$ cat src/design/cfd_pkg.sv
package cfd_pkg;

   localparam logic [15:0] CrcPoly        = 16'h1021;
   localparam logic [7:0]  MasterReserved = 8'h1E;

   // Byte positions inside a frame. Position zero doubles as the idle code.
   localparam logic [3:0] PosIdle      = 4'd0;
   localparam logic [3:0] PosSeqLow    = 4'd1;
   localparam logic [3:0] PosSeqHigh   = 4'd2;
   localparam logic [3:0] PosSpeedLow  = 4'd3;
   localparam logic [3:0] PosSpeedHigh = 4'd4;
   localparam logic [3:0] PosSteerLow  = 4'd5;
   localparam logic [3:0] PosSteerHigh = 4'd6;
   localparam logic [3:0] PosMaster    = 4'd7;
   localparam logic [3:0] PosSlave     = 4'd8;
   localparam logic [3:0] PosCrcLow    = 4'd9;
   localparam logic [3:0] PosCrcHigh   = 4'd10;

   typedef enum logic [1:0] {
      CSR_MARKER_VALUE       = 2'd0,
      CSR_COMMAND_LIMIT      = 2'd1,
      CSR_SLAVE_INVALID_MASK = 2'd2
   } csr_index_type;

   typedef enum logic [2:0] {
      STATUS_OK          = 3'd0,
      STATUS_BAD_MARKER  = 3'd1,
      STATUS_BAD_CRC     = 3'd2,
      STATUS_SPEED_RANGE = 3'd3,
      STATUS_STEER_RANGE = 3'd4,
      STATUS_MASTER_FLAG = 3'd5,
      STATUS_SLAVE_FLAG  = 3'd6
   } status_type;

   typedef struct packed {
      logic [7:0]  marker_value;
      logic [14:0] command_limit;
      logic [7:0]  slave_invalid_mask;
   } cfg_type;

   typedef struct packed {
      status_type         status;
      logic [15:0]        sequence_number;
      logic signed [15:0] speed_value;
      logic signed [15:0] steer_value;
      logic [7:0]         master_flag_bits;
      logic [7:0]         slave_flag_bits;
   } result_type;

   // One byte of CRC-16, polynomial 0x1021, MSB first.
   function automatic logic [15:0] crc_byte(input logic [15:0] crc, input logic [7:0] b);
      logic [15:0] c;
      c = crc ^ {b, 8'h00};
      for (int i = 0; i < 8; i++) begin
         c = c[15] ? ((c << 1) ^ CrcPoly) : (c << 1);
      end
      return c;
   endfunction

   // True when -limit <= raw <= limit, raw taken as two's complement.
   function automatic logic in_range(input logic [15:0] raw, input logic [14:0] limit);
      logic signed [16:0] v;
      logic signed [16:0] l;
      v = $signed({raw[15], raw});
      l = $signed({2'b00, limit});
      return (v <= l) && (v >= -l);
   endfunction

endpackage

$ cat src/design/command_frame_decoder_crc16.sv
// Decodes 11-byte command frames arriving one byte per transfer on the req
// channel and gives one result on the rsp channel after the final CRC byte.
// A byte flagged with frame_start always begins a new frame; other bytes are
// dropped while no frame is open. The block takes one byte per clock cycle
// while no result is stalled; the CRC-16 update for a whole byte is a single
// combinational step in the frame assembler. A byte is held in the input
// register until no result is stalled, then folded into the frame state; the
// result of a frame is registered in the output register and waits until taken.
// Configuration writes take effect at the next clock edge.
module command_frame_decoder_crc16 import cfd_pkg::*; (
   input  logic               clock,
   input  logic               reset,
   input  logic               req_valid,
   output logic               req_ready,
   input  logic [7:0]         req_data_byte,
   input  logic               req_frame_start,
   output logic               rsp_valid,
   input  logic               rsp_ready,
   output logic [2:0]         rsp_status,
   output logic [15:0]        rsp_sequence_number,
   output logic signed [15:0] rsp_speed_value,
   output logic signed [15:0] rsp_steer_value,
   output logic [7:0]         rsp_master_flag_bits,
   output logic [7:0]         rsp_slave_flag_bits,
   input  logic               csr_write_enable,
   input  logic [1:0]         csr_index,
   input  logic [14:0]        csr_write_data
);

   cfg_type    cfg;
   logic       in_valid_ff, in_valid_in;
   logic [7:0] in_byte_ff;
   logic       in_start_ff;
   logic       rsp_valid_ff, rsp_valid_in;
   result_type rsp_data_ff;
   result_type frame_result;
   logic       frame_done;
   logic       advance;
   logic       step;

   cfd_csr u_csr (
      .clock            (clock),
      .reset            (reset),
      .csr_write_enable (csr_write_enable),
      .csr_index        (csr_index),
      .csr_write_data   (csr_write_data),
      .cfg              (cfg)
   );

   // The held byte moves on whenever the output register is free or drains now.
   assign advance   = !rsp_valid_ff || rsp_ready;
   assign step      = in_valid_ff && advance;
   assign req_ready = !in_valid_ff || advance;

   cfd_frame u_frame (
      .clock       (clock),
      .reset       (reset),
      .step        (step),
      .data_byte   (in_byte_ff),
      .frame_start (in_start_ff),
      .cfg         (cfg),
      .done        (frame_done),
      .result      (frame_result)
   );

   always_comb begin
      if (req_valid && req_ready) begin
         in_valid_in = 1'b1;
      end else if (advance) begin
         in_valid_in = 1'b0;
      end else begin
         in_valid_in = in_valid_ff;
      end
      if (step && frame_done) begin
         rsp_valid_in = 1'b1;
      end else if (rsp_ready) begin
         rsp_valid_in = 1'b0;
      end else begin
         rsp_valid_in = rsp_valid_ff;
      end
   end

   always_ff @(posedge clock) begin
      if (reset) begin
         in_valid_ff  <= 1'b0;
         rsp_valid_ff <= 1'b0;
      end else begin
         in_valid_ff  <= in_valid_in;
         rsp_valid_ff <= rsp_valid_in;
      end
   end

   always_ff @(posedge clock) begin
      if (req_valid && req_ready) begin
         in_byte_ff  <= req_data_byte;
         in_start_ff <= req_frame_start;
      end
      if (step && frame_done) begin
         rsp_data_ff <= frame_result;
      end
   end

   assign rsp_valid            = rsp_valid_ff;
   assign rsp_status           = rsp_data_ff.status;
   assign rsp_sequence_number  = rsp_data_ff.sequence_number;
   assign rsp_speed_value      = rsp_data_ff.speed_value;
   assign rsp_steer_value      = rsp_data_ff.steer_value;
   assign rsp_master_flag_bits = rsp_data_ff.master_flag_bits;
   assign rsp_slave_flag_bits  = rsp_data_ff.slave_flag_bits;

   assert property (@(posedge clock) disable iff (reset)
      (rsp_valid_ff && !rsp_ready) |-> !step)
      else $error("frame state advanced while a result was stalled");

   assert property (@(posedge clock) disable iff (reset)
      !req_ready |-> in_valid_ff)
      else $error("input stalled with an empty input register");

   assert property (@(posedge clock) disable iff (reset)
      (step && frame_done) |=> rsp_valid_ff)
      else $error("finished frame did not reach the output register");

endmodule

$ cat src/design/cfd_csr.sv
module cfd_csr import cfd_pkg::*; (
   input  logic        clock,
   input  logic        reset,
   input  logic        csr_write_enable,
   input  logic [1:0]  csr_index,
   input  logic [14:0] csr_write_data,
   output cfg_type     cfg
);

   cfg_type cfg_ff;
   cfg_type cfg_in;

   always_comb begin
      cfg_in = cfg_ff;
      if (csr_write_enable) begin
         case (csr_index)
            CSR_MARKER_VALUE:       cfg_in.marker_value       = csr_write_data[7:0];
            CSR_COMMAND_LIMIT:      cfg_in.command_limit      = csr_write_data;
            CSR_SLAVE_INVALID_MASK: cfg_in.slave_invalid_mask = csr_write_data[7:0];
            default: ;
         endcase
      end
   end

   always_ff @(posedge clock) begin
      if (reset) begin
         cfg_ff.marker_value       <= 8'd165;
         cfg_ff.command_limit      <= 15'd1000;
         cfg_ff.slave_invalid_mask <= 8'd31;
      end else begin
         cfg_ff <= cfg_in;
      end
   end

   assign cfg = cfg_ff;

endmodule

$ cat src/design/cfd_frame.sv
module cfd_frame import cfd_pkg::*; (
   input  logic       clock,
   input  logic       reset,
   input  logic       step,
   input  logic [7:0] data_byte,
   input  logic       frame_start,
   input  cfg_type    cfg,
   output logic       done,
   output result_type result
);

   logic [3:0]  byte_position_ff, byte_position_in;
   logic [15:0] running_crc_ff, running_crc_in;
   logic        marker_ok_ff, marker_ok_in;
   logic [15:0] seq_hold_ff, seq_hold_in;
   logic [15:0] speed_hold_ff, speed_hold_in;
   logic [15:0] steer_hold_ff, steer_hold_in;
   logic [7:0]  master_hold_ff, master_hold_in;
   logic [7:0]  slave_hold_ff, slave_hold_in;
   logic [7:0]  crc_low_hold_ff, crc_low_hold_in;

   always_comb begin
      byte_position_in = byte_position_ff;
      running_crc_in   = running_crc_ff;
      marker_ok_in     = marker_ok_ff;
      seq_hold_in      = seq_hold_ff;
      speed_hold_in    = speed_hold_ff;
      steer_hold_in    = steer_hold_ff;
      master_hold_in   = master_hold_ff;
      slave_hold_in    = slave_hold_ff;
      crc_low_hold_in  = crc_low_hold_ff;
      done             = 1'b0;
      if (step) begin
         if (frame_start) begin
            marker_ok_in     = (data_byte == cfg.marker_value);
            running_crc_in   = crc_byte(16'h0000, data_byte);
            byte_position_in = PosSeqLow;
         end else if (byte_position_ff != PosIdle && byte_position_ff <= PosCrcHigh) begin
            if (byte_position_ff <= PosSlave) begin
               running_crc_in   = crc_byte(running_crc_ff, data_byte);
               byte_position_in = byte_position_ff + 4'd1;
            end
            case (byte_position_ff)
               PosSeqLow:    seq_hold_in[7:0]    = data_byte;
               PosSeqHigh:   seq_hold_in[15:8]   = data_byte;
               PosSpeedLow:  speed_hold_in[7:0]  = data_byte;
               PosSpeedHigh: speed_hold_in[15:8] = data_byte;
               PosSteerLow:  steer_hold_in[7:0]  = data_byte;
               PosSteerHigh: steer_hold_in[15:8] = data_byte;
               PosMaster:    master_hold_in      = data_byte;
               PosSlave:     slave_hold_in       = data_byte;
               PosCrcLow: begin
                  crc_low_hold_in  = data_byte;
                  byte_position_in = PosCrcHigh;
               end
               PosCrcHigh: begin
                  byte_position_in = PosIdle;
                  done             = 1'b1;
               end
               default: ;
            endcase
         end
      end
   end

   // The checks only matter on the last byte, where data_byte is the CRC high byte.
   always_comb begin
      if (!marker_ok_ff) begin
         result.status = STATUS_BAD_MARKER;
      end else if ({data_byte, crc_low_hold_ff} != running_crc_ff) begin
         result.status = STATUS_BAD_CRC;
      end else if (!in_range(speed_hold_ff, cfg.command_limit)) begin
         result.status = STATUS_SPEED_RANGE;
      end else if (!in_range(steer_hold_ff, cfg.command_limit)) begin
         result.status = STATUS_STEER_RANGE;
      end else if ((master_hold_ff & MasterReserved) != 8'h00) begin
         result.status = STATUS_MASTER_FLAG;
      end else if ((slave_hold_ff & cfg.slave_invalid_mask) != 8'h00) begin
         result.status = STATUS_SLAVE_FLAG;
      end else begin
         result.status = STATUS_OK;
      end
      result.sequence_number  = seq_hold_ff;
      result.speed_value      = $signed(speed_hold_ff);
      result.steer_value      = $signed(steer_hold_ff);
      result.master_flag_bits = master_hold_ff;
      result.slave_flag_bits  = slave_hold_ff;
   end

   always_ff @(posedge clock) begin
      if (reset) begin
         byte_position_ff <= PosIdle;
      end else begin
         byte_position_ff <= byte_position_in;
      end
   end

   always_ff @(posedge clock) begin
      running_crc_ff  <= running_crc_in;
      marker_ok_ff    <= marker_ok_in;
      seq_hold_ff     <= seq_hold_in;
      speed_hold_ff   <= speed_hold_in;
      steer_hold_ff   <= steer_hold_in;
      master_hold_ff  <= master_hold_in;
      slave_hold_ff   <= slave_hold_in;
      crc_low_hold_ff <= crc_low_hold_in;
   end

   assert property (@(posedge clock) disable iff (reset)
      byte_position_ff <= PosCrcHigh)
      else $error("byte position left the frame range");

   assert property (@(posedge clock) disable iff (reset)
      done |-> (byte_position_ff == PosCrcHigh && !frame_start))
      else $error("result produced away from the last frame byte");

   assert property (@(posedge clock) disable iff (reset)
      (step && frame_start) |=> byte_position_ff == PosSeqLow)
      else $error("start byte did not restart the frame");

endmodule
$ cat config.mk
export PLATFORM = sky130hd
export DESIGN_NAME = command_frame_decoder_crc16
export DESIGN_NICKNAME = d
export VERILOG_FILES = /design/src/design/cfd_pkg.sv /design/src/design/command_frame_decoder_crc16.sv /design/src/design/cfd_csr.sv /design/src/design/cfd_frame.sv
export SDC_FILE = /design/constraint.sdc
export NUM_CORES = 1
export LEC_CHECK = 0
export BUFFER_PORTS_ARGS = -buffer_cell sky130_fd_sc_hd__buf_2
export CORE_MARGIN = 5
export CORE_UTILIZATION = 30
export CTS_CLUSTER_SIZE = 24
export DETAILED_ROUTE_END_ITERATION = 8
export GPL_TIMING_DRIVEN = 0
export PLACE_DENSITY_LB_ADDON = 0.2
export SLEW_MARGIN = 20
export SYNTH_ARGS = -nofsm -noshare
export SYNTH_HDL_FRONTEND = slang
export SYNTH_HIERARCHICAL = 1
export SYNTH_SLANG_ARGS = --single-unit
$ cat constraint.sdc
create_clock -name clock -period 4.5 [get_ports clock]
set_input_delay 0.45 -clock clock [delete_from_list [all_inputs] [get_ports clock]]
set_output_delay 0.45 -clock clock [all_outputs]
set_load 0.02 [all_outputs]
* Word-level counts from Yosys, hierarchy flattened *
Cells that the tools add are included.
W data, S select, Z words.

storage, ports and cells
  bits in writable memories = 0
  memories = 0
  input bits = 31
  memory bits (read-only) = 0
  latch bits = 0
  register bits = 202

cells by class
  reductions and logical operators = 35
  equal/unequal tests = 14
  bitwise logic cells = 21
  order comparisons = 6
  shift operators = 0
  multipliers = 0
  div/mod/pow operators = 0
  add/sub/neg operators = 2
  muxes and demuxes = 36

operators by type and width
  kind                  number
  $mux W13              16
  $mux W16              3
  $not A3 Y3            16
  $reduce_and A4 Y1     9
  $ge A16 B17 Y1        2
  $le A16 B16 Y1        2
  $neg A15 Y17          1
  $eq A4 B3 Y1 const B  4
  $ne A16 B16 Y1        1
  $reduce_bool A8 Y1    2
  $xor A16 B16 Y16      1
  $eq A4 B4 Y1 const B  3
  $mux W4               3
  $mux W3               3
  $and A8 B8 Y8         1
  $eq A4 B2 Y1 const B  2
  $eq A8 B8 Y1          1
  $le A4 B4 Y1 const B  2
  $mux W1               8
  $pmux W4 S2           1
  $reduce_and A2 Y1     4
  $reduce_bool A2 Y1    4
  $reduce_bool A4 Y1    2
  $logic_and A1 B1 Y1   6
  11 further kinds      17

* Depth between registers and ports, before layout *
  word-level depth = 20
  depth in mapped cells = 13

* Modules after synthesis *
Netlist, hierarchy kept.

modules (own cells, without submodules)
  module                       instances  cells an instance  area an instance (um2)  sequential area each (um2)
  cfd_frame                    1          489                5705.5                  2752.6
  command_frame_decoder_crc16  1          87                 2384.8                  2322.2
  cfd_csr                      1          129                1297.5                  620.6

* Least setup slack after synthesis *
No wires, ideal clock.

  kind = input-to-reg
  start = input port rsp_ready
  end = register rsp_data_ff, in the netlist rsp_master_flag_bits[0], enable pin
  arrival time = 3983 ps
  setup slack = 17 ps
  cell stages on the path = 6
  library setup time = 501 ps
  required time = 3999 ps
  cell sequence = nand2b_1 > and2_1 > nand2_1 > nor3_1 > nand2_1 > nor2b_1

between the ends
  word-level cells in the longest chain between the ends = 4

RTL lines
  item                  RTL line                           RTL
  start, declared       command_frame_decoder_crc16.sv:18  input logic rsp_ready,
  $logic_or A1 B1 Y1    command_frame_decoder_crc16.sv:51  assign advance = !rsp_valid_ff || rsp_ready;
  $logic_and A1 B1 Y1   command_frame_decoder_crc16.sv:52  assign step = in_valid_ff && advance;
  net step              command_frame_decoder_crc16.sv:39  logic step;
  $mux W1               cfd_frame.sv:33                    if (step) begin
  net frame_done        command_frame_decoder_crc16.sv:37  logic frame_done;
  $logic_and A1 B1 Y1   command_frame_decoder_crc16.sv:98  if (step && frame_done) begin
  end signal, assigned  command_frame_decoder_crc16.sv:99  rsp_data_ff <= frame_result;
  end, declared         command_frame_decoder_crc16.sv:35  result_type rsp_data_ff;

The timed path passes the listed nets, and every way through them passes these cells.
A chain may end at the register's enable or synchronous reset.

* Worst setup path in the final report *
  start = register u_csr.cfg_ff, in the netlist u_csr/cfg[18]
  end = register rsp_data_ff, in the netlist rsp_status[1], data pin

between the ends
  word-level cells in the longest chain between the ends = 6
  elaborated cells between the ends (all ways) = 10
  classes of those cells = add/sub: 1; order compare: 4; mux: 3; reduce/logical: 2

RTL lines
  item                    RTL line         RTL
  start, declared         cfd_csr.sv:10    cfg_type cfg_ff;
  start signal, assigned  cfd_csr.sv:31    cfg_ff <= cfg_in;
  $neg A15 Y17            cfd_pkg.sv:66    return (v <= l) && (v >= -l);
  $ge A16 B17 Y1          cfd_pkg.sv:66
  $logic_and A1 B1 Y1     cfd_pkg.sv:66
  $mux W3                 cfd_frame.sv:74  end else if (!in_range(steer_hold_ff, cfg.command_limit)) begin
  $mux W2 (*)             cfd_frame.sv:72  end else if (!in_range(speed_hold_ff, cfg.command_limit)) begin
  $mux W2 (*)             cfd_frame.sv:70  end else if ({data_byte, crc_low_hold_ff} != running_crc_ff) begin

Every way passes the cells marked *; elsewhere a longest branch is shown, timed or not.

==> results_dict.tcl <==
set metrics [dict create \
    outcome "completed" \
    min_to "in_byte_ff[5]" \
    cts_buffers 23 \
    hold_violations 0 \
    cts_resized 0 \
    synth_edf_count 165 \
    setup_viol 0 \
    die_y_um 186.9 \
    hpwlAfterDp_mm 17.82 \
    critPathCaptureType "flop" \
    ff2ff_path_depth 11 \
    die_w_um 186.9 \
    syn-num-nets 799 \
    clkTransAtPathRegs_ns 0.06 \
    cts_tree "built" \
    p_leak_nw 4.152 \
    num_antenna_cells 0 \
    fin_skew_ns 0.01943 \
    rsz0062_at_grt "false" \
    cts_setup_buffers 0 \
    std_cell_rows 64 \
    seq_area_frac_synth_pct 60.67 \
    ir_drop_mv 0.2370 \
    nets 931 \
    crit-reg2reg-launch "u_csr/cfg[18]" \
    required_ns 4.75 \
    wirelength_mm 24.29 \
    layout_commonest_cell "edfxtp_1" \
    ys.flop_type "edfxtp_1" \
    antenna_found_initial 0 \
    min_path_type "in2reg" \
    postCtsHoldBufs 0 \
    io_pins 100 \
    netlist_area_sq_mm 0.009388 \
    min_path_cells 1 \
    core_area_sq_mm 0.03075 \
    htreeDepth 1 \
    power_density_mw_per_mm2 374.3 \
    cts.sinks 202 \
    layout-drive-gt1-share_pct 19.91 \
    drc_errors 0 \
    yosysWarnings 6 \
    final_area_sq_mm 0.01128 \
    fmaxAchievable_mhz 234.4 \
    post_drt_via_cell_ratio 4.713 \
    overflow 0 \
    drt-pass1-iter-count 4 \
    syn_area_per_cell_sq_um 13.32 \
    clkLatencyLatePin_ns 0.52 \
    finalCriticalPeriod_ns 4.267 \
    synth-seq-cells 202 \
    slew_headroom_pct 31.54 \
    finalCritPeriodShare_pct 94.82 \
    arrival_ns 4.51 \
    cts_buffer_depth 3 \
    worst_pin_slew_ns 1.018 \
    drt_iter0_drc 298 \
    cts_root_buf "clkbuf_16" \
    path_max_fanout 7 \
    synth.distinct_cells 61 \
    reg2reg_to "rsp_status[1]" \
    netlist_instances 705 \
    grt_pass1_vias 6111 \
    fin_util_pct 36.67 \
    mostFrequentLayoutCells "edfxtp_1 (165), buf_2 (101), ha_1 (63), nor2_1 (55), xnor2_1 (46)" \
    finalMaxSlewViolations 0 \
    async_reset_ff_share_pct 0 \
    port_buffers 99 \
    grt_first_pass_wirelength_mm 37.52 \
    start_kind "flop" \
    place_area_sq_mm 0.01054 \
    drtAntennaViolNets 0 \
    grt_max_degree 27 \
    r2r_slack_ns 0.23 \
    hold_start "req_data_byte[5]" \
    dieArea_sq_mm 0.03493 \
    wl_per_cell_um 19.43 \
    initial_utilization_pct 30.53 \
    maxCapViolCount 0 \
    gp_congestion 0.8543 \
    crit_type "reg2reg" \
    vias 5891 \
    track_usage_pct 13.73 \
    area_delta_synth_final_pct 20.11 \
]
-- report_power, final --
| part | internal [W] | switching (W) | leakage (nW) |
|---|---|---|---|
| clock | 0.00105 | 0.000763 | 0.350 |
| combinational | 0.000133 | 0.000153 | 2.01 |
| sequential | 0.00206 | 0.0000653 | 1.79 |
-- layout make-up --
class / instances / area [sq um]
clock inverter: 10 / 101.3
timing repair buffer: 107 / 615.6
fill: 3033 / 19470
multi-input combinational: 454 / 3530
sequential: 202 / 5695
tap: 396 / 495.5
clock buffer: 32 / 629.4
buffer: 18 / 92.59
inverter: 31 / 116.4
-- worst max path at each step --
stage	startpoint	to	slack (ns)	depth (start not counted)
final	u_csr/cfg[18]	rsp_status[1]	0.23	11
after global routing	u_csr/cfg[18]	rsp_status[1]	0.12	11
after CTS	u_csr/cfg[9]	rsp_status[0]	0.16	12
after detailed placement	u_csr/cfg[9]	rsp_status[0]	0.19	12
after global placement	in_start_ff	rsp_slave_flag_bits[5]	-2.10	5
after floorplan	rsp_ready	rsp_master_flag_bits[0]	0.02	6
-- flip-flops by register name, summed over array words and instances (netlist names), 4 cells and up --
register,cells
u_frame/seq_hold_ff,16
rsp_master_flag_bits,8
u_frame/slave_hold_ff,8
u_frame/crc_low_hold_ff,8
in_byte_ff,8
u_frame/running_crc_ff,16
rsp_slave_flag_bits,8
u_csr/cfg,31
u_frame/speed_hold_ff,16
u_frame/steer_hold_ff,16
u_frame/master_hold_ff,8
rsp_steer_value,16
rsp_speed_value,16
rsp_sequence_number,16
u_frame/byte_position_ff,4
-- cell usage after synthesis, drive strengths merged (5+ instances only) --
library cell	number	area share, %
edfxtp	165	53
ha	63	8.4
nor2	55	2.2
xnor2	46	4.3
dfxtp	37	7.9
nand2b	33	2.2
inv	31	1.2
mux2i	31	3.3
nand2	28	1.1
xor2	28	2.6
o21ai	17	0.91
nor4	15	1.2
a21oi	14	0.75
clkbuf	13	0.52
nor3	11	0.59
nand4	9	0.60
nand3	8	0.43
nor2b	8	0.53
a211oi	7	0.61
o31ai	6	0.48
a21o	5	0.40
a31oi	5	0.33
and2	5	0.33
buf	5	0.47
or2	5	0.36
-- per-layer routing --
| metal | wire length [um] | GRT usage [%] | vias to the layer above | share of wire (%) |
|---|---|---|---|---|
| met4 | 383 | 2.730 | 0 | 1.6 |
| met3 | 1510 | 2.482 | 27 | 6.2 |
| li1 | - | - | 2890 | - |
| met2 | 11200 | 22.58 | 150 | 46 |
| met5 | 0 | 0 | - | 0 |
| met1 | 11190 | 19.21 | 2824 | 46 |
-- stage by stage --
stage          std cells  hold WS (ns)  TNS [ns]  power (W)  setup WS, ns
2_1_floorplan        705        0.4003         0   0.002344       0.01672
5_1_grt             1250       0.06940         0   0.004409        0.1247
3_5_place_dp        1208        0.4045         0   0.002454        0.1857
4_1_cts             1250       0.06438         0   0.004297        0.1560
6_report            1250       0.09851         0   0.004221        0.2329
3_3_place_gp        1200        0.4024   -139.72   0.002450        -2.102
-- worst max-delay path, stage by stage, from the launching register on --
cell and delay (ns):
dfxtp_1 0.38, or4_1 0.65, nor4_1 0.30, nand3_1 0.14, xnor2_1 0.33, ha_1 0.31, a21o_1 0.19, a2111o_1 0.43
or2_2 0.30, o21ai_0 0.59, a2111oi_4 0.07, o32ai_1 0.30
-- cells by family after synthesis --
group	synth area share (%)
and+or+nand+nor	11.44
xor gates and xnor gates	7.144
buffers and inverters	2.226
adders and majority gates	8.397
muxes	3.305
DFF	60.67
AOI/OAI and AO/OA	6.824
Power figures use the tool's default switching activity.
